### config.mk
export PLATFORM = sky130hd
export DESIGN_NAME = easa_front
export DESIGN_NICKNAME = d
export VERILOG_FILES = /design/src/rtl/easa_pkg.sv /design/src/rtl/easa_front.sv
export SDC_FILE = /design/constraint.sdc
export NUM_CORES = 1
export LEC_CHECK = 0
export BUFFER_PORTS_ARGS = -buffer_cell sky130_fd_sc_hd__buf_2
export CORE_MARGIN = 4
export CORE_UTILIZATION = 34
export DETAILED_ROUTE_END_ITERATION = 8
export PLACE_DENSITY_LB_ADDON = 0.08
export SYNTH_ARGS = -nofsm -noshare
export SYNTH_HDL_FRONTEND = slang
export SYNTH_SLANG_ARGS = --single-unit
### constraint.sdc
create_clock -name clock -period 2.3 [get_ports clock]
set_clock_uncertainty 0.05 [all_clocks]
set_input_delay 0.115 -clock clock [delete_from_list [all_inputs] [get_ports clock]]
set_output_delay 0.115 -clock clock [all_outputs]
set_load 0.01 [all_outputs]
### src/rtl/easa_pkg.sv
// Shared types and constants for the expert activation sum-of-squares accumulator.
// Used by every module of the block but easa_ram; depends on nothing else.
`default_nettype none

package easa_pkg;

   // Default sizing of the sum and row-count tables
   localparam int DEF_MAX_LAYERS      = 4;
   localparam int DEF_MAX_EXPERTS     = 8;
   localparam int DEF_MAX_COLUMNS     = 256;
   localparam int DEF_NUM_PROJECTIONS = 3;

   // Projection codes the table layout knows about
   localparam int PROJ_LIMIT = 3;

   // Configuration register reset values
   localparam logic [2:0] LAYERS_RESET  = 3'd4;
   localparam logic [3:0] EXPERTS_RESET = 4'd8;
   localparam logic [8:0] COLUMNS_RESET = 9'd256;

   // Field widths
   localparam int CSR_DATA_W = 9;
   localparam int ACT_W      = 24;
   localparam int SQ_W       = 2 * ACT_W;
   localparam int SUM_W      = 64;
   localparam int CNT_W      = 32;

   // Decoupling queue between front and back
   localparam int QUEUE_DEPTH = 2;
   localparam int QPTR_W      = (QUEUE_DEPTH > 1) ? $clog2(QUEUE_DEPTH) : 1;
   localparam int QCNT_W      = $clog2(QUEUE_DEPTH + 1);

   typedef enum logic [1:0] {
      CMD_ACCUMULATE    = 2'd0,
      CMD_READ_SUM      = 2'd1,
      CMD_READ_COUNT    = 2'd2,
      CMD_READ_COUNTERS = 2'd3
   } cmd_type;

   typedef enum logic [1:0] {
      PROJ_GATE    = 2'd0,
      PROJ_UP      = 2'd1,
      PROJ_DOWN    = 2'd2,
      PROJ_INVALID = 2'd3
   } proj_type;

   typedef enum logic [1:0] {
      ST_OK         = 2'd0,
      ST_BAD_ADDR   = 2'd1,
      ST_BAD_EXPERT = 2'd2
   } status_type;

   typedef enum logic [2:0] {
      CSR_LAYERS       = 3'd0,
      CSR_EXPERTS      = 3'd1,
      CSR_GATE_COLUMNS = 3'd2,
      CSR_UP_COLUMNS   = 3'd3,
      CSR_DOWN_COLUMNS = 3'd4
   } csr_index_type;

   typedef enum logic [1:0] {
      BK_CLEAR,
      BK_IDLE,
      BK_READ,
      BK_UPDATE
   } back_state_type;

   // One classified transaction waiting for the back end
   typedef struct packed {
      cmd_type            cmd;
      status_type         status;
      logic [1:0]         projection;
      logic [7:0]         layer;
      logic [15:0]        expert_id;
      logic [11:0]        column;
      logic [ACT_W-1:0]   activation;
      logic               not_finite;
      logic               first_of_row;
      logic               end_of_call;
   } queue_entry_type;

   typedef struct packed {
      logic               full;
      logic [QCNT_W-1:0]  count;
   } queue_status_type;

endpackage

`default_nettype wire

### src/rtl/easa_front.sv
// Front end: configuration registers, input handshake and address/status classification.
// Depends on easa_pkg; feeds easa_queue.
`default_nettype none

module easa_front #(
   parameter int MAX_LAYERS      = easa_pkg::DEF_MAX_LAYERS,
   parameter int MAX_EXPERTS     = easa_pkg::DEF_MAX_EXPERTS,
   parameter int MAX_COLUMNS     = easa_pkg::DEF_MAX_COLUMNS,
   parameter int NUM_PROJECTIONS = easa_pkg::DEF_NUM_PROJECTIONS
) (
   input  wire logic                                 clock,
   input  wire logic                                 reset,
   input  wire logic                                 csr_valid,
   output logic                                      csr_ready,
   input  wire logic [2:0]                           csr_index,
   input  wire logic [easa_pkg::CSR_DATA_W-1:0]      csr_data,
   input  wire logic                                 req_valid,
   output logic                                      req_ready,
   input  wire logic [1:0]                           req_command,
   input  wire logic [1:0]                           req_projection,
   input  wire logic [7:0]                           req_layer,
   input  wire logic signed [15:0]                   req_expert_id,
   input  wire logic [11:0]                          req_column,
   input  wire logic signed [easa_pkg::ACT_W-1:0]    req_activation,
   input  wire logic                                 req_not_finite,
   input  wire logic                                 req_first_of_row,
   input  wire logic                                 req_end_of_call,
   input  wire logic                                 back_busy,
   input  wire easa_pkg::queue_status_type           q_status,
   output logic                                      q_push,
   output easa_pkg::queue_entry_type                 q_entry
);

   import easa_pkg::*;

   logic [2:0] layers_ff;
   logic [3:0] experts_ff;
   logic [8:0] gate_cols_ff;
   logic [8:0] up_cols_ff;
   logic [8:0] down_cols_ff;

   logic       proj_ok;
   logic       layer_ok;
   logic       addr_ok;
   logic       col_ok;
   logic       exp_ok;
   logic [8:0] width_sel;
   status_type status;

   assign csr_ready = 1'b1;

   // Configuration writes, taken at any time
   always_ff @(posedge clock) begin
      if (reset) begin
         layers_ff    <= LAYERS_RESET;
         experts_ff   <= EXPERTS_RESET;
         gate_cols_ff <= COLUMNS_RESET;
         up_cols_ff   <= COLUMNS_RESET;
         down_cols_ff <= COLUMNS_RESET;
      end else if (csr_valid) begin
         unique case (csr_index)
            CSR_LAYERS:       layers_ff    <= csr_data[2:0];
            CSR_EXPERTS:      experts_ff   <= csr_data[3:0];
            CSR_GATE_COLUMNS: gate_cols_ff <= csr_data[8:0];
            CSR_UP_COLUMNS:   up_cols_ff   <= csr_data[8:0];
            CSR_DOWN_COLUMNS: down_cols_ff <= csr_data[8:0];
            default: ;
         endcase
      end
   end

   // Pick the row width of the addressed projection
   always_comb begin
      unique case (req_projection)
         PROJ_GATE: width_sel = gate_cols_ff;
         PROJ_UP:   width_sel = up_cols_ff;
         PROJ_DOWN: width_sel = down_cols_ff;
         default:   width_sel = 9'd0;
      endcase
   end

   // Check each address part against the table size and, but for the projection, its register
   always_comb begin
      proj_ok  = (32'(req_projection) < NUM_PROJECTIONS) &&
                 (32'(req_projection) < PROJ_LIMIT);
      layer_ok = ({5'b0, layers_ff} > req_layer) && (32'(req_layer) < MAX_LAYERS);
      addr_ok  = proj_ok && layer_ok;
      col_ok   = ({3'b0, width_sel} > req_column) && (32'(req_column) < MAX_COLUMNS);
      exp_ok   = !req_expert_id[15] &&
                 ({12'b0, experts_ff} > $unsigned(req_expert_id)) &&
                 (32'(req_expert_id[14:0]) < MAX_EXPERTS);
   end

   // Classify the transaction
   always_comb begin
      unique case (cmd_type'(req_command)) inside
         CMD_ACCUMULATE, CMD_READ_SUM: begin
            if (!addr_ok || !col_ok) begin
               status = ST_BAD_ADDR;
            end else if (!exp_ok) begin
               status = ST_BAD_EXPERT;
            end else begin
               status = ST_OK;
            end
         end
         CMD_READ_COUNT: begin
            if (!addr_ok) begin
               status = ST_BAD_ADDR;
            end else if (!exp_ok) begin
               status = ST_BAD_EXPERT;
            end else begin
               status = ST_OK;
            end
         end
         default: status = ST_OK;
      endcase
   end

   // Hand classified transactions to the queue
   assign req_ready = !back_busy && !q_status.full;
   assign q_push    = req_valid && req_ready;

   always_comb begin
      q_entry.cmd          = cmd_type'(req_command);
      q_entry.status       = status;
      q_entry.projection   = req_projection;
      q_entry.layer        = req_layer;
      q_entry.expert_id    = req_expert_id;
      q_entry.column       = req_column;
      q_entry.activation   = req_activation;
      q_entry.not_finite   = req_not_finite;
      q_entry.first_of_row = req_first_of_row;
      q_entry.end_of_call  = req_end_of_call;
   end

endmodule

`default_nettype wire

Word-level counts from Yosys, hierarchy flattened
Cells that the tools add are included.
{ "word_totals": {"ff_bits": 34, "word_cells": 47} }
{ "classes": {"n_lt_le_gt_ge": 7, "n_eq_ne": 8, "mux": 5, "n_reduce_logical": 22} }
{ "op_table": {"columns": ["cell", "n"], "rows": [
  ["one-hot mux 9 bit (3 select lines)", 1],
  ["> comparator 4 x 16 -> 1 bit", 1],
  ["< comparator 15 x 4 -> 1 bit (second input constant)", 1],
  ["> comparator 9 x 12 -> 1 bit", 1],
  ["< comparator 12 x 9 -> 1 bit (second input constant)", 1],
  ["AND reduction 2 bit", 5],
  ["> comparator 3 x 8 -> 1 bit", 1],
  ["< comparator 8 x 3 -> 1 bit (second input constant)", 1],
  ["logical AND 1 bit", 7],
  ["== test 3 x 2 -> 1 bit (second input constant)", 2],
  ["2-to-1 mux 2 bit", 3],
  ["zero test 1 bit", 5],
  ["== test 2 x 1 -> 1 bit (second input constant)", 2],
  ["== test 2 bit (second input constant)", 2],
  ["zero test 2 bit", 2],
  ["one-hot mux 2 bit (2 select lines)", 1],
  ["== test 3 x 1 -> 1 bit (second input constant)", 1],
  ["== test 3 bit (second input constant)", 1],
  ["zero test 3 bit", 1],
  ["< comparator 2 bit (second input constant)", 1],
  ["OR reduction 2 bit", 1],
  ["logical OR 1 bit", 1]
]} }

Depth between registers and ports, before layout
{ "logic_depth": {"word_depth": 8, "ltp_mapped": 11, "ltp_nobuf": 9} }

Worst setup path before layout
Ideal clock, no wire load.
{ "synth_path": {"kind": "input-to-output", "from": "input port req_projection[0]", "to": "output port q_entry[65] (netlist name)", "t_arrival_ns": 1.977, "t_required_ns": 2.135, "slack_ns": 0.158, "cell_stages": 10, "path_buffers": 2, "cell_sequence": "clkbuf_1 > nor2b_1 > buf_2 > nand2_1 > o21ai_0 > ha_1 > a21o_1 > a221o_1 > o211a_1 > o22ai_1"} }
{ "synth_rtl": {"columns": ["element", "line_no", "source"], "rows": [
  ["start, declared", "easa_front.sv:20", "input wire logic [1:0] req_projection,"],
  ["end, declared", "easa_front.sv:31", "output easa_pkg::queue_entry_type q_entry"]
]} }

==> run summary <==
Distinct cell type count after synthesis: 35
Ys Warns: 0
CTS tree: built
RSZ-0062 raised after global routing: true
Max Buffers Root-to-Sink: 2
Commonest non-fill, non-tap cell in the layout: buf_2
Clk root buf: clkbuf_8
Row count: 30
Final wirelength: 6.02 mm
Area grow syn2layout: 10.8%
Final Max Slew Viols: 0
P per Cell Area: 523 nW/um^2
Initial antenna violation count: 0
Final Hold Viols: 0
Final Setup Violations: 1
Fin crit share: 102%
Number of global-route vias before repair: 1,934
CP Data Arrival Time: 2.18 ns
Share of cells above drive strength 1: 35.6%
Final ANT Viol Nets: 0
DRC viols: 0
Core ar.: 6870 um^2
Fill count: 737
Post-Syn Area: 2430 um^2
Global-route wire length before repair: 9.51 mm
Nets@finish: 459
H-Tree Depth: 2
All-Layer GR Usage: 13.9%
Register area: 683 um^2
Synth Instances: 320
CTS clock-pin slew for the worst setup and hold paths: 0.07 ns
Initial detailed-routing violation count: 80
Max cap viols: 0
WP data required: 2.13 ns
Failing checks: setup timing
Port Buf Inserts: 101
Post-synthesis sequential area ratio: 28.0%
DR WL/cell: 13.3 um
Worst-Margin Slew: 0.647 ns
Place WS: -0.0177 ns
Dpl hpwl: 4.87 mm
Syn Nets: 423
WS Path Type: reg -> out
Largest net degree at the start of global routing: 35
Async SR Flop Fraction: 0%
Die width: 92.5 um
Most frequent cells in the layout: buf_2, nand2_1, dfxtp_1
Chip height: 92.5 um
Crit end category: output port
HP Class: in -> reg
Vias: 1,994
Outcome: complete, but fails checks
PnR worst setup slack: -0.0449 ns
Antenna Cells: 0
Initial Util: 35.4%
Area of the multi-input gates: 1140 um^2
Fmax: 0.426 GHz
Number of synthesized flops with an enable pin: 0
Main synth FF type: dfxtp_1
Peak VDD IR: 0.000205 V
DRT Pass-1 Iters: 4
DIE AREA: 8560 um^2
Fin crit period: 2.34 ns
Max-slew headroom: 56.8%
RePlAce Congestion: 0.717
Startpoint Class: register
Cts bufs inserted: 5
#FFs+latches synth: 34
Critical-path maximum fanout: 2
Total grt overflow: 0
Final hold slack: 0.0297 ns
Leakage: 1.29 nW
Syn avg cell area: 7.59 um^2
Io pins: 159
Sink Count: 34
Clock Latency Late Sink: 0.29 ns
Post-DR vias/cell: 4.40
==> final cells by class <==
class	count	share of cell area (%)
Clock buffer	5	2.56
Sequential cell	34	25.4
Multi-Input combinational cell	189	42.4
Tap cell	96	4.46
Clock inverter	3	1.49
Inverter	18	2.51
Timing Repair Buffer	108	21.2
==> final timing paths <==
check / start / end / slack (ns) / depth (start not counted)
min: csr_data[8] / gate_cols_ff[8]$_SDFFE_PP1P_ / 0.03 / 3
max: down_cols_ff[7]$_SDFFE_PP0P_ / q_entry[65] / -0.04 / 8
min reg2reg: gate_cols_ff[1]$_SDFFE_PP0P_ / gate_cols_ff[1]$_SDFFE_PP0P_ / 0.41 / 2
max reg2reg: layers_ff[2]$_SDFFE_PP1P_ / layers_ff[2]$_SDFFE_PP1P_ / 1.43 / 2
==> routing by layer <==
| layer | share of wire [%] | track usage [%] | up-vias |
|---|---|---|---|
| met1 | 46 | 18.1 | 844 |
| met5 | 0 | 0 | - |
| met2 | 44 | 21.9 | 70 |
| met4 | 2.1 | 5.69 | 0 |
| li1 | - | - | 1056 |
| met3 | 7.6 | 3.41 | 24 |
==> critical path, stage by stage, from the launching register on <==
cell     delay (ns)
dfxtp_2        0.32
mux2i_1        0.18
o21ai_1        0.09
ha_1           0.29
and3_4         0.16
a221o_1        0.37
o211a_1        0.22
o22ai_1        0.11
buf_2          0.16
==> cells in the mapped netlist, drive strengths merged (2+ instances only) <==
| cell type | instances | share of area, % |
|---|---|---|
| nor4 | 4 | 1.5 |
| dfxtp | 34 | 28 |
| nand2 | 63 | 9.7 |
| a21oi | 32 | 6.6 |
| nor2 | 13 | 2.1 |
| and2 | 2 | 0.51 |
| nand3 | 6 | 1.2 |
| o21ai | 11 | 2.3 |
| nor2b | 6 | 1.5 |
| buf | 74 | 22 |
| nand3b | 3 | 0.93 |
| o22ai | 2 | 0.51 |
| a211o | 2 | 0.72 |
| clkbuf | 5 | 0.77 |
| mux2i | 12 | 4.9 |
| and3 | 3 | 0.77 |
| a21o | 2 | 0.62 |
| inv | 18 | 2.8 |
| o211a | 2 | 0.82 |
| ha | 16 | 8.2 |
==> flip-flops by register name (all words and copies together) (netlist names) <==
signal	count
down_cols_ff	9
experts_ff	4
gate_cols_ff	9
layers_ff	3
up_cols_ff	9
==> cell families (layout without fill, tap and decap cells) <==
kind of cell / count (synthesis) / after routing / synth area share, %
adder cells (fa/ha/maj): 16 / 16 / 8.24
AND/OR/NAND/NOR: 105 / 105 / 20.0
AO/OA/AOI/OAI: 55 / 55 / 12.9
buffers and inverters: 97 / 134 / 25.7
multiplexers: 12 / 12 / 4.94
flip-flops: 34 / 34 / 28.0
other: 1 / 1 / 0.154
==> timing repair <==
item / 4_1_cts / 5_1_grt
pin swaps: 6 / 3
endpoints found under the hold margin: 0 / 0
endpoints found under the setup margin: 2 / 2
buffers inserted: 0 / 1
hold buffers: 0 / 0
gates resized for setup: 4 / 7
==> metrics by stage <==
| stage | instance area, um^2 | power, W | cells | utilization [%] | setup TNS, ns |
|---|---|---|---|---|---|
| detailed placement | 2550 | 0.000874 | 444 | 37.2 | -0.0177 |
| global placement | 2550 | 0.000871 | 444 | 37.2 | 0 |
| floorplan | 2430 | 0.000835 | 320 | - | 0 |
| finish | 2690 | 0.00141 | 453 | 39.2 | -0.0449 |
| CTS | 2670 | 0.00142 | 452 | 38.9 | -0.121 |
| global route | 2690 | 0.00148 | 453 | 39.2 | -0.172 |
==> power breakdown <==
part,total [W],switching (W),internal (W)
logic,0.000256,0.000139,0.000116
clock network,0.000544,0.000225,0.000319
registers,0.000609,0.00000696,0.000603
No activity file was read; power rests on OpenSTA's default activity.
