<file path="config.mk">
export PLATFORM = sky130hd
export DESIGN_NAME = easa_queue
export DESIGN_NICKNAME = d
export VERILOG_FILES = /design/src/rtl/easa_pkg.sv /design/src/rtl/easa_queue.sv
export SDC_FILE = /design/constraint.sdc
export NUM_CORES = 1
export LEC_CHECK = 0
export BUFFER_PORTS_ARGS = -buffer_cell sky130_fd_sc_hd__buf_2
export CAP_MARGIN = 20
export CORE_AREA = 10 10 98 165
export DETAILED_ROUTE_END_ITERATION = 10
export DIE_AREA = 0 0 108 175
export GPL_ROUTABILITY_DRIVEN = 0
export SLEW_MARGIN = 20
export SYNTH_ARGS = -nofsm -noshare
export SYNTH_HDL_FRONTEND = slang
export SYNTH_SLANG_ARGS = --single-unit
</file>
<file path="constraint.sdc">
create_clock -name clock -period 4.2 [get_ports clock]
set_input_delay 0.63 -clock clock [delete_from_list [all_inputs] [get_ports clock]]
set_output_delay 0.63 -clock clock [all_outputs]
set_load 0.05 [all_outputs]
</file>
<file path="src/rtl/easa_pkg.sv">
// Shared types and constants for the expert activation sum-of-squares accumulator.
// Used by every module of the block but easa_ram; depends on nothing else.
`default_nettype none

package easa_pkg;

   // Default sizing of the sum and row-count tables
   localparam int DEF_MAX_LAYERS      = 4;
   localparam int DEF_MAX_EXPERTS     = 8;
   localparam int DEF_MAX_COLUMNS     = 256;
   localparam int DEF_NUM_PROJECTIONS = 3;

   // Projection codes the table layout knows about
   localparam int PROJ_LIMIT = 3;

   // Configuration register reset values
   localparam logic [2:0] LAYERS_RESET  = 3'd4;
   localparam logic [3:0] EXPERTS_RESET = 4'd8;
   localparam logic [8:0] COLUMNS_RESET = 9'd256;

   // Field widths
   localparam int CSR_DATA_W = 9;
   localparam int ACT_W      = 24;
   localparam int SQ_W       = 2 * ACT_W;
   localparam int SUM_W      = 64;
   localparam int CNT_W      = 32;

   // Decoupling queue between front and back
   localparam int QUEUE_DEPTH = 2;
   localparam int QPTR_W      = (QUEUE_DEPTH > 1) ? $clog2(QUEUE_DEPTH) : 1;
   localparam int QCNT_W      = $clog2(QUEUE_DEPTH + 1);

   typedef enum logic [1:0] {
      CMD_ACCUMULATE    = 2'd0,
      CMD_READ_SUM      = 2'd1,
      CMD_READ_COUNT    = 2'd2,
      CMD_READ_COUNTERS = 2'd3
   } cmd_type;

   typedef enum logic [1:0] {
      PROJ_GATE    = 2'd0,
      PROJ_UP      = 2'd1,
      PROJ_DOWN    = 2'd2,
      PROJ_INVALID = 2'd3
   } proj_type;

   typedef enum logic [1:0] {
      ST_OK         = 2'd0,
      ST_BAD_ADDR   = 2'd1,
      ST_BAD_EXPERT = 2'd2
   } status_type;

   typedef enum logic [2:0] {
      CSR_LAYERS       = 3'd0,
      CSR_EXPERTS      = 3'd1,
      CSR_GATE_COLUMNS = 3'd2,
      CSR_UP_COLUMNS   = 3'd3,
      CSR_DOWN_COLUMNS = 3'd4
   } csr_index_type;

   typedef enum logic [1:0] {
      BK_CLEAR,
      BK_IDLE,
      BK_READ,
      BK_UPDATE
   } back_state_type;

   // One classified transaction waiting for the back end
   typedef struct packed {
      cmd_type            cmd;
      status_type         status;
      logic [1:0]         projection;
      logic [7:0]         layer;
      logic [15:0]        expert_id;
      logic [11:0]        column;
      logic [ACT_W-1:0]   activation;
      logic               not_finite;
      logic               first_of_row;
      logic               end_of_call;
   } queue_entry_type;

   typedef struct packed {
      logic               full;
      logic [QCNT_W-1:0]  count;
   } queue_status_type;

endpackage

`default_nettype wire

</file>
<file path="src/rtl/easa_queue.sv">
// Short register queue between the classifying front end and the table back end.
// Depends on easa_pkg for the entry and status types.
`default_nettype none

module easa_queue (
   input  wire logic                       clock,
   input  wire logic                       reset,
   input  wire logic                       push,
   input  wire easa_pkg::queue_entry_type  push_entry,
   input  wire logic                       pop,
   output easa_pkg::queue_entry_type       head_entry,
   output easa_pkg::queue_status_type      status
);

   import easa_pkg::*;

   queue_entry_type     entries_ff [QUEUE_DEPTH];
   logic [QPTR_W-1:0]   wr_ptr_ff;
   logic [QPTR_W-1:0]   wr_ptr_in;
   logic [QPTR_W-1:0]   rd_ptr_ff;
   logic [QPTR_W-1:0]   rd_ptr_in;
   logic [QCNT_W-1:0]   count_ff;
   logic [QCNT_W-1:0]   count_in;

   // Advance pointers with wrap
   always_comb begin
      wr_ptr_in = wr_ptr_ff;
      rd_ptr_in = rd_ptr_ff;
      count_in  = count_ff;
      if (push) begin
         wr_ptr_in = (32'(wr_ptr_ff) == QUEUE_DEPTH - 1) ? '0 : wr_ptr_ff + 1'b1;
      end
      if (pop) begin
         rd_ptr_in = (32'(rd_ptr_ff) == QUEUE_DEPTH - 1) ? '0 : rd_ptr_ff + 1'b1;
      end
      if (push && !pop) begin
         count_in = count_ff + 1'b1;
      end else if (pop && !push) begin
         count_in = count_ff - 1'b1;
      end
   end

   always_ff @(posedge clock) begin
      if (reset) begin
         wr_ptr_ff <= '0;
         rd_ptr_ff <= '0;
         count_ff  <= '0;
      end else begin
         wr_ptr_ff <= wr_ptr_in;
         rd_ptr_ff <= rd_ptr_in;
         count_ff  <= count_in;
      end
   end

   // Store entries
   always_ff @(posedge clock) begin
      if (push) begin
         entries_ff[wr_ptr_ff] <= push_entry;
      end
   end

   assign head_entry   = entries_ff[rd_ptr_ff];
   assign status.full  = (count_ff == QCNT_W'(QUEUE_DEPTH));
   assign status.count = count_ff;

endmodule

`default_nettype wire

</file>
### Yosys cells after proc, flatten, opt, wreduce, memory -nomap -nowiden

Memory sizes are Yosys's and may differ from the RTL's. A register that Yosys moved wholly into a read port is not among the register bits.
Index checks and enable logic that the tools add are counted.

* register bits: 4
* bits in writable memories: 138
* output and inout bits: 72
* logic and storage cells: 22
* input bits: 73
* memories kept: 1

* reductions and logical operators: 5
* $add $sub $neg: 4
* multiplexer cells: 8
* eq/ne operators: 1

Memory list
* entries_ff: depth 2, bits a word 69, rd ports 1, clocked after memory_dff 1, wr ports 1, line easa_queue.sv:17 `queue_entry_type entries_ff [QUEUE_DEPTH];`

Operator list (count)
* 2-to-1 mux 1 bit: 6
* 2-to-1 mux 2 bit: 2
* adder 1 bit, second input constant: 2
* adder 2 x 1 -> 2 bit, second input constant: 1
* equality test 2 bit, second input constant: 1
* logical AND 1 bit: 2
* logical NOT 1 bit: 2
* nonzero test 2 bit: 1
* subtractor 2 x 1 -> 2 bit, second input constant: 1

### Depth between registers and ports, before layout

Gate-level depths: netlist (run 1).

* word-level depth: 4
* depth in mapped cells: 5
* mapped depth without buffers: 5

### Worst setup path before layout (run 1)

No wires, ideal clock.

* path kind: input to register
* start point: input push
* end point: memory entries_ff[0][0] in the netlist's numbering (enable)
* stages: 1
* path buffers: 0
* required time: 3.695 ns
* data arrival time: 3.658 ns
* slack: 0.037 ns
* library setup time: 0.505 ns
* path through: nor2b_1

* cells in the longest elaborated chain, start to end: 2

Ends and longest elaborated chain
* from (decl): line easa_queue.sv:8 `input wire logic push,`
* 2-to-1 mux 1 bit: line easa_queue.sv:57 `if (push) begin`
* 2-to-1 mux 1 bit (implied by the code): line easa_queue.sv:58 `entries_ff[wr_ptr_ff] <= push_entry;`
* to (decl): line easa_queue.sv:17

No other way between the ends.

==> metrics.sh, run 1 <==
RUN_STATUS='finished clean'
TIMING.FINAL.SETUP_VIOLATIONS=0
FINAL-INSTANCE-COUNT-EXCL-FILL=582
CLK_TRANSITION_REPORTED_PATHS_PS=60
DIE_HEIGHT_MICRONS=175
HOLD_PATH.CLASS='primary input to flop'
POST_ROUTE_DRC=0
CTS.ROOT.BUFFER_CELL='sky130_fd_sc_hd__clkbuf_16'
WORST-PATH-MAX-FANOUT=69
NETLIST.AREA_LEADER.SHARE_PCT=79.3
STDCELL_AREA_SQ_UM=6730
CTSHOLDBUFFERS=0
GRT_SETUP_UNREPAIRED='no'
GRT.TOTAL_USAGE_PCT=11.6
SIGNAL_ARRIVAL_TIME_AT_THE_WORST_ENDPOINT_PS=2090
GRT_FIRST_PASS_WIRELENGTH_MICRONS=16100
DIE_X_MICRONS=108
SYNTH_COMPOUND_GATE_AREA_SHARE_PCT=0.192
FINALWORSTSETUPSLACK_PS=1480
SYNTH-SEQ-AREA-SHARE_PCT=81.3
YS_TYPES=17
TIMING.SETUP.CRITICAL_PATH_CLASS='flop to output pin'
DPL.CELL_COUNT=548
POST_SYNTH_INST_COUNT=236
SYNTH-WARNING-COUNT=0
DRIVE_ABOVE_1_SHARE_PCT=61.1
NETS_IN_THE_SYNTHESIZED_NETLIST=310
CORE_SQ_UM=13400
ROWS=56
PWR_DENSITY_CELL_nW_PER_UM2=562
GRT_ANTENNA_BEFORE_REPAIR=3
ENDPOINT='head_entry[14]'
SYNTH_AREA_IN_XOR_XNOR_PCT=0.671
CTS_NUM_SINKS=143
VIAS=2656
TRITONCTS='built'
OVERFLOW_AFTER_GRT=0
PLACE.PORT_BUFFERS=144
SETUP.REG_TO_REG.WORST_SLACK_PS=2530
ROUTE.DETAILED.WL_PER_INST_MICRONS=18.9
FINAL_PERIOD_UTILIZATION_PCT=64.8
CTS_SETUP_BUFFERS=0
START_UTIL_PCT=39.0
DETAIL_ROUTE.VIAS_PER_CELL=4.56
POST_SYNTH_MUX_AREA_SHARE_PCT=15.6
WORST_SKEW_PAIR.LATE_LATENCY_PS=410
DESIGN.DIE.AREA_SQ_UM=18900
COUNT_OF_CELLS_ALONG_THE_WORST_REGISTER_TO_REGISTER_PATH=1
FINALNETCOUNT=467
FINAL_CELL_MIX='sky130_fd_sc_hd__buf_2, sky130_fd_sc_hd__edfxtp_1, sky130_fd_sc_hd__mux2_2'
POSTLAYOUTCOREUTIL_PCT=50.3
SYNTH_TOP_FAMILY_BY_AREA='multiplexers'
NUMBER_OF_GLOBAL_ROUTE_VIAS_BEFORE_REPAIR=3001
REG2REG_FROM='wr_ptr_ff'
MAX_CAP_VIOL_COUNT=0
SYNTH-SEQ-CELLS=143
CRIT_REQUIRED_PS=3570
CP_STARTPOINT_KIND='flop'
MAX_FREQ_MHz=367
WORST_SETUP_PATH_END_KIND='output pin'
LARGEST_AREA_CONTRIBUTOR_IN_THE_SYNTHESIZED_NETLIST='sky130_fd_sc_hd__edfxtp_1'
DRT_PASS1_ITERATIONS=4
WL_MICRONS=11000
GRT_START_MAX_NET_PINS=70
SYN2LAYOUT_AREA_GROWTH_PCT=28.8
POST_CTS_RESIZE_COUNT=0
CTS-HTREE-LEVELS=4
FINAL_HOLD_VIOL_COUNT=0
DPL_CELL_AREA_SQ_UM=6130
AVGSYNTHCELLAREA_SQ_UM=22.1
NUMBER_OF_DRC_VIOLATIONS_AFTER_DETAILED_ROUTING_ITERATION_0=96
WORSTMARGINPINSLEW_PS=985
IOS=145
COUNT_OF_ANTENNA_VIOLATING_NETS_LEFT_AFTER_DETAILED_ROUTING=0
CTSLONGESTPATHBUFFERS=2
SYN-CELL-AREA_SQ_UM=5220
FIN_WORST_SKEW_PS=5.81
SYNTH_SIMPLE_GATE_AREA_SHARE_PCT=0.767
TIMING_MAX_TRANSITION_VIOLATIONS_FINAL=0
VDD_DROP_MAX_mV=0.332
POWER.LEAKAGE_nW=2.55
PLACE.DETAILED.HPWL_MICRONS=7490
CTS_MADE_BUFFERS=17
LEADING_CELL_TYPE_IN_THE_LAYOUT_FILL_AND_TAPS_EXCLUDED='sky130_fd_sc_hd__buf_2'
FINAL.SETUP.TNS_PS=0
PLACEMENT.SETUP.WORST_SLACK_PS=1820
YOSYS-TOP-CELLS-AREA='sky130_fd_sc_hd__edfxtp_1, sky130_fd_sc_hd__mux2_2, sky130_fd_sc_hd__mux2_4'
SYNTH-ADDER-AREA-SHARE_PCT=0.240
SLEW-LIMIT-HEADROOM_PCT=34.3
WORSTREG2REGEND='entries_ff[1][10]'
POST-ROUTE-MIN-PERIOD_PS=2720
## cell usage after synthesis
cell type and n:
sky130_fd_sc_hd__mux2_2 59, sky130_fd_sc_hd__a21oi_1 1, sky130_fd_sc_hd__and2_1 1, sky130_fd_sc_hd__buf_2 5, sky130_fd_sc_hd__buf_6 2, sky130_fd_sc_hd__nor2b_1 2
sky130_fd_sc_hd__xnor2_1 2, sky130_fd_sc_hd__dfxtp_1 5, sky130_fd_sc_hd__ha_1 1, sky130_fd_sc_hd__buf_8 1, sky130_fd_sc_hd__mux2_4 10, sky130_fd_sc_hd__or3_1 1
sky130_fd_sc_hd__edfxtp_1 138, sky130_fd_sc_hd__nor2_1 4, sky130_fd_sc_hd__inv_1 1, sky130_fd_sc_hd__xor2_1 2, sky130_fd_sc_hd__o21ai_0 1
## per-stage QoR
step                hold slack [ps]  total power, mW
CTS                             389             3.82
finish                          409             3.78
global route                    386             3.91
detailed placement              503             2.32
floorplan                       480             2.16
global placement                485             2.30
## layer usage
metal,track usage [%],vias to the layer above,part of all wire (%),wire length (microns)
met3,4.35,19,5.7,630
met2,21.4,84,58,6320
met1,10.4,1304,34,3770
li1,-,1247,-,-
met5,0,-,0.12,13
met4,5.87,2,2.2,242
## sequential cells by signal, indices dropped and copies added (netlist names), named ones only
signal / flops
wr_ptr_ff: 1
entries_ff: 138
count_ff: 2
rd_ptr_ff: 1
## logic make-up after synthesis
kind of cell               after synthesis
DFF                                    143
muxes                                   69
buffers and inverters                    9
and+or+nand+nor                          8
xor gates and xnor gates                 4
AOI/OAI and AO/OA                        2
adders and majority gates                1
## layout make-up
class                   instances  area, sq um
fillers                      1158         6660
flip-flops and latches        143         4250
multi-input cells              84          922
repair buffers                146          736
clock buffers                  19          433
well taps                     174          218
clock inverters                13          161
diodes                          2         5.00
inverters                       1         3.75
## critical path: stages, from the launching register on
cell and delay [ps]:
sky130_fd_sc_hd__dfxtp_4 1000, sky130_fd_sc_hd__mux2_2 440, sky130_fd_sc_hd__buf_2 220
## report_power, final
part / switching [mW] / internal [mW]
Combinational: 0.395 / 0.164
Clock: 0.569 / 0.936
Sequential: 0.0491 / 1.66
## worst min path at each step
stage / start / endpoint / cells past startpoint
after floorplan: rd_ptr_ff / flop / 2
after global placement: count_ff[1] / count_ff[1] / 2
after detailed placement: count_ff[1] / count_ff[1] / 2
after CTS: push_entry[33] / entries_ff[1][33] / 1
after global routing: push_entry[25] / entries_ff[0][25] / 1
final: push_entry[33] / entries_ff[1][33] / 1
Power figures use the tool's default switching activity.
==> inputs of run 2 (changes only) <==
- clock period: 4.2 -> 2.5 ns (I/O delays scaled with it)
==> metrics.sh, run 2 (synthesis results as in run 1) <==
TIMING.SETUP.CRITICAL_PATH_CLASS='flop to output pin'
NUMBER_OF_FLIP_FLOPS_UNDER_THE_LARGEST_REGISTER_NAME=138
CTSLONGESTPATHBUFFERS=2
POWER.LEAKAGE_nW=2.55
DRT_PASS1_ITERATIONS=4
HOLD_PATH.CLASS='primary input to flop'
CTS-HTREE-LEVELS=4
DRIVE_ABOVE_1_SHARE_PCT=59.8
TIMING_MAX_TRANSITION_VIOLATIONS_FINAL=0
CRIT_REQUIRED_PS=2120
GRT_START_MAX_NET_PINS=70
CP_STARTPOINT_KIND='flop'
CTS_SETUP_BUFFERS=0
START_UTIL_PCT=39.0
NUMBER_OF_GLOBAL_ROUTE_VIAS_BEFORE_REPAIR=2993
FINAL-INSTANCE-COUNT-EXCL-FILL=583
SLEW-LIMIT-HEADROOM_PCT=69.2
POST-ROUTE-MIN-PERIOD_PS=2150
REG_TOP3='entries_ff (138), count_ff (2)'
GRT_SETUP_UNREPAIRED='no'
WORST_SETUP_PATH_END_KIND='output pin'
FINALNETCOUNT=470
CRIT_PATH_TOP_DELAY_CELL='sky130_fd_sc_hd__dfxtp_4'
MAX_CAP_VIOL_COUNT=0
TRITONCTS='built'
ROUTE.DETAILED.WL_PER_INST_MICRONS=18.8
CRIT_PATH_CELL_TRACE='buf_4 > mux2_2 > buf_2'
TOTAL_POWER_mW=6.13
FINAL.SETUP.TNS_PS=0
CTSHOLDBUFFERS=0
GRT_FIRST_PASS_WIRELENGTH_MICRONS=16400
DESIGN.DIE.AREA_SQ_UM=18900
GRT.TOTAL_USAGE_PCT=11.7
WORSTPATHBUFFERINVERTERCOUNT=2
SYN2LAYOUT_AREA_GROWTH_PCT=28.8
WL_MICRONS=10900
FIN_WORST_SKEW_PS=8.79
DIE_X_MICRONS=108
OVERFLOW_AFTER_GRT=0
PLACE.DETAILED.HPWL_MICRONS=7710
PWR_DENSITY_CELL_nW_PER_UM2=911
RUN_STATUS='finished clean'
CTS.ROOT.BUFFER_CELL='sky130_fd_sc_hd__clkbuf_16'
LEADING_CELL_TYPE_IN_THE_LAYOUT_FILL_AND_TAPS_EXCLUDED='sky130_fd_sc_hd__buf_2'
POST_CTS_RESIZE_COUNT=0
TIMING.FINAL.SETUP_VIOLATIONS=0
LARGEST_REGISTER='entries_ff'
FINAL_CELL_MIX='sky130_fd_sc_hd__buf_2, sky130_fd_sc_hd__edfxtp_1, sky130_fd_sc_hd__mux2_2'
GRT_ANTENNA_BEFORE_REPAIR=1
IOS=145
COUNT_OF_ANTENNA_VIOLATING_NETS_LEFT_AFTER_DETAILED_ROUTING=0
HOLD_WS_PS=155
FINALWORSTSETUPSLACK_PS=346
FINAL_PERIOD_UTILIZATION_PCT=86.1
CTS_MADE_BUFFERS=17
VIAS=2683
WORSTMARGINPINSLEW_PS=462
PATH_DELAY_FAMILY='buffers and inverters'
FINAL_HOLD_VIOL_COUNT=0
CORE_SQ_UM=13400
WORST_SKEW_PAIR.LATE_LATENCY_PS=400
PLACE.PORT_BUFFERS=144
DIE_HEIGHT_MICRONS=175
DPL.CELL_COUNT=551
CTS_NUM_SINKS=143
MAX_FREQ_MHz=464
NUMBER_OF_DRC_VIOLATIONS_AFTER_DETAILED_ROUTING_ITERATION_0=84
MAX_STAGE_DELAY_PS=490
CLK_TRANSITION_REPORTED_PATHS_PS=60
ROWS=56
POST_ROUTE_DRC=0
DETAIL_ROUTE.VIAS_PER_CELL=4.60
PLACEMENT.SETUP.WORST_SLACK_PS=738
SIGNAL_ARRIVAL_TIME_AT_THE_WORST_ENDPOINT_PS=1780
VDD_DROP_MAX_mV=0.508
WORST-PATH-MAX-FANOUT=17
run 2: worst register-to-register path: stages, from the launching register on:
cell,delay [ps]
sky130_fd_sc_hd__dfxtp_1,420
sky130_fd_sc_hd__and2_4,480
sky130_fd_sc_hd__buf_12,320
run 2: area by class of cell:
type	count	area (sq um)
tap	174	218
inverter	1	3.75
timing repair buffer	149	796
sequential	143	4250
clock buffer	22	444
fill	1123	6660
clock inverter	9	93.8
multi-input combinational	84	922
antenna	1	2.50
run 2: worst paths after layout:
path	startpoint	end	slack (ps)	depth (start not counted)
hold reg to reg	count_ff[1]	count_ff[1]	520	2
setup reg to reg	wr_ptr_ff	entries_ff[1][19]	940	2
hold / removal	push_entry[2]	entries_ff[1][2]	160	1
setup / recovery	flop	head_entry[68]	350	3
run 2: metrics by stage:
| step | area [sq um] | util, % |
|---|---|---|
| finish | 6730 | 50.3 |
| global route | 6730 | 50.3 |
| CTS | 6730 | 50.3 |
| detailed placement | 6190 | 46.2 |
| global placement | 6190 | 46.2 |
| floorplan | 5230 | - |
run 2: where the power goes:
part / leakage, nW / switching [mW] / internal, mW
Combinational: 0.957 / 0.706 / 0.290
Clock: 0.260 / 0.845 / 1.45
Sequential: 1.34 / 0.0463 / 2.80
run 2: routing by layer:
metal  wire length, microns  share of wire [%]  GRT usage [%]
met1                   3770                 34           11.1
met2                   6310                 58           21.4
met3                    689                6.3           4.20
met4                    164                1.5           5.70
met5                      0                  0              0
==> inputs of run 3 (changes only) <==
- BUFFER_PORTS_ARGS: -buffer_cell sky130_fd_sc_hd__buf_2 -> -buffer_cell sky130_fd_sc_hd__buf_4
==> metrics.sh, run 3 (synthesis results as in run 1) <==
MAX_FREQ_MHz=454
ENDPOINT='head_entry[4]'
CTS.ROOT.BUFFER_CELL='sky130_fd_sc_hd__clkbuf_16'
RUN_STATUS='finished clean'
P_INT_mW=4.65
PLACE.DETAILED.HPWL_MICRONS=8200
CTSHOLDBUFFERS=0
DPL.CELL_COUNT=553
WORSTREG2REGEND='entries_ff[1][54]'
LARGEST_REGISTER='entries_ff'
FINAL_HOLD_VIOL_COUNT=0
CRIT_REQUIRED_PS=2120
GRT_ANTENNA_BEFORE_REPAIR=0
FINAL_PERIOD_UTILIZATION_PCT=88.2
CORE_SQ_UM=13400
CP_STARTPOINT_KIND='flop'
GROUTE.LAYER.MET3.USAGE_PCT=4.86
WORST_SETUP_PATH_END_KIND='output pin'
POST_ROUTE_DRC=0
HOLD_WS_PS=150
FINAL.SETUP.TNS_PS=0
SIGNAL_ARRIVAL_TIME_AT_THE_WORST_ENDPOINT_PS=1830
CTS_MADE_BUFFERS=17
TIMING_MAX_TRANSITION_VIOLATIONS_FINAL=0
FINAL-INSTANCE-COUNT-EXCL-FILL=585
SWITCH_PWR_mW=1.68
PLACE.PORT_BUFFERS=144
VIAS=2658
CTS_NUM_SINKS=143
ROUTE.DETAILED.WL_PER_INST_MICRONS=19.3
CLK_TRANSITION_REPORTED_PATHS_PS=60
START_UTIL_PCT=39.0
PWR_DENSITY_CELL_nW_PER_UM2=887
GRT_SETUP_UNREPAIRED='no'
NUMBER_OF_DRC_VIOLATIONS_AFTER_DETAILED_ROUTING_ITERATION_0=77
REG2REG_FROM='wr_ptr_ff'
DESIGN.DIE.AREA_SQ_UM=18900
NUMBER_OF_FILL_CELLS_IN_THE_LAYOUT=1096
POWER.LEAKAGE_nW=2.69
GRTUSAGEMET2_PCT=22.8
CRIT_PATH_TOP_DELAY_CELL='sky130_fd_sc_hd__dfxtp_4'
TOTAL_POWER_mW=6.33
WORST_SKEW_PAIR.LATE_LATENCY_PS=400
GRT.TOTAL_USAGE_PCT=12.1
WORSTMARGINPINSLEW_PS=490
GRT_BUSIEST_LAYER='met2'
ANTENNADIODECOUNT=0
GRT_FIRST_PASS_WIRELENGTH_MICRONS=16500
CTS_SETUP_BUFFERS=0
DRIVE_ABOVE_1_SHARE_PCT=61.6
LOGIC_PWR_SHARE_PCT=17.5
SEQPWRFRAC_PCT=45.0
CTSLONGESTPATHBUFFERS=2
POST_CTS_RESIZE_COUNT=0
SLEW-LIMIT-HEADROOM_PCT=67.3
PLACEMENT.SETUP.WORST_SLACK_PS=704
WORST-PATH-MAX-FANOUT=20
COUNT_OF_CELLS_ALONG_THE_WORST_REGISTER_TO_REGISTER_PATH=2
DETAIL_ROUTE.VIAS_PER_CELL=4.54
POST-ROUTE-MIN-PERIOD_PS=2200
WL_MICRONS=11300
COUNT_OF_ANTENNA_VIOLATING_NETS_LEFT_AFTER_DETAILED_ROUTING=0
IOS=145
POWER.SHARE.SWITCHING_PCT=26.5
NUMBER_OF_GLOBAL_ROUTE_VIAS_BEFORE_REPAIR=2986
DRT_PASS1_ITERATIONS=3
DIE_X_MICRONS=108
LEADING_CELL_TYPE_IN_THE_LAYOUT_FILL_AND_TAPS_EXCLUDED='sky130_fd_sc_hd__buf_4'
ROWS=56
GROUTE.LAYER.MET1.USAGE_PCT=9.98
MAX_CAP_VIOL_COUNT=0
FINALWORSTSETUPSLACK_PS=296
MAX_STAGE_DELAY_PS=540
WORST_PATH_MOST_REPEATED_CELL='sky130_fd_sc_hd__buf_4'
GRT_START_MAX_NET_PINS=38
DIE_HEIGHT_MICRONS=175
CRIT_PATH_CELL_TRACE='buf_4 > mux2_2 > buf_4'
TRITONCTS='built'
HOLD_PATH.CLASS='primary input to flop'
FINALNETCOUNT=472
TIMING.SETUP.CRITICAL_PATH_CLASS='flop to output pin'
FIN_WORST_SKEW_PS=3.97
OVERFLOW_AFTER_GRT=0
NUMBER_OF_FLIP_FLOPS_UNDER_THE_LARGEST_REGISTER_NAME=138
FINAL_CELL_MIX='sky130_fd_sc_hd__buf_4, sky130_fd_sc_hd__edfxtp_1, sky130_fd_sc_hd__mux2_2'
SETUP.REG_TO_REG.WORST_SLACK_PS=970
VDD_DROP_MAX_mV=0.532
REG_TOP3='entries_ff (138), count_ff (2)'
CTS-HTREE-LEVELS=4
TIMING.FINAL.SETUP_VIOLATIONS=0
SYN2LAYOUT_AREA_GROWTH_PCT=36.6
CLOCK_POWER_SHARE_PCT=37.5
## run 3: cell types whose count changed in the layout (fill, tap and decap cells not counted), sizes merged
cell and delta:
buf +2, clkbuf -5, clkinv +1, clkinvlp +4
diode -1, inv +1
## run 3: area by class of cell
type | count | area [sq um] | share of cell area (%)
Inverter | 1 | 3.75 | 0.0526
Clock inverter | 15 | 146 | 2.05
Sequential cell | 143 | 4250 | 59.5
Multi-Input combinational cell | 84 | 922 | 12.9
Clock buffer | 17 | 425 | 5.96
Tap cell | 174 | 218 | 3.05
Timing Repair Buffer | 151 | 1170 | 16.4
## run 3: layer usage
layer	wire length [microns]	vias up	part of all wire (%)
met3	696	16	6.2
met4	309	0	2.7
met2	6670	80	59
met1	3630	1307	32
met5	0	-	0
li1	-	1255	-
## run 3: power by group through the flow
stage / Clock [mW] / Combinational (mW) / Sequential, mW
2_1_floorplan: 0 / 0.737 / 2.89
3_5_place_dp: 0 / 1.12 / 2.90
5_1_grt: 2.56 / 1.16 / 2.86
3_3_place_gp: 0 / 1.11 / 2.89
4_1_cts: 2.45 / 1.13 / 2.85
6_report: 2.37 / 1.11 / 2.85
## run 3: critical path, delay by kind of cell (launching register included)
kind | cells | cell delay, ps
DFF | 1 | 540
buffers and inverters | 2 | 500
muxes | 1 | 370
## run 3: per-stage QoR
| stage | area (sq um) | util, % |
|---|---|---|
| global route | 7130 | 53.3 |
| floorplan | 5230 | - |
| global placement | 6560 | 49.0 |
| finish | 7130 | 53.3 |
| CTS | 7130 | 53.3 |
| detailed placement | 6560 | 49.0 |
## run 3: worst min path at each step
stage / from / endpoint / slack (ps) / depth (start not counted)
after CTS: push_entry[31] / entries_ff[0][31] / 130 / 1
after floorplan: reset / count_ff[1] / 440 / 1
after detailed placement: rd_ptr_ff / flop / 500 / 2
after global placement: count_ff[1] / count_ff[1] / 480 / 2
final: push_entry[12] / entries_ff[0][12] / 150 / 1
after global routing: push_entry[49] / entries_ff[0][49] / 120 / 1
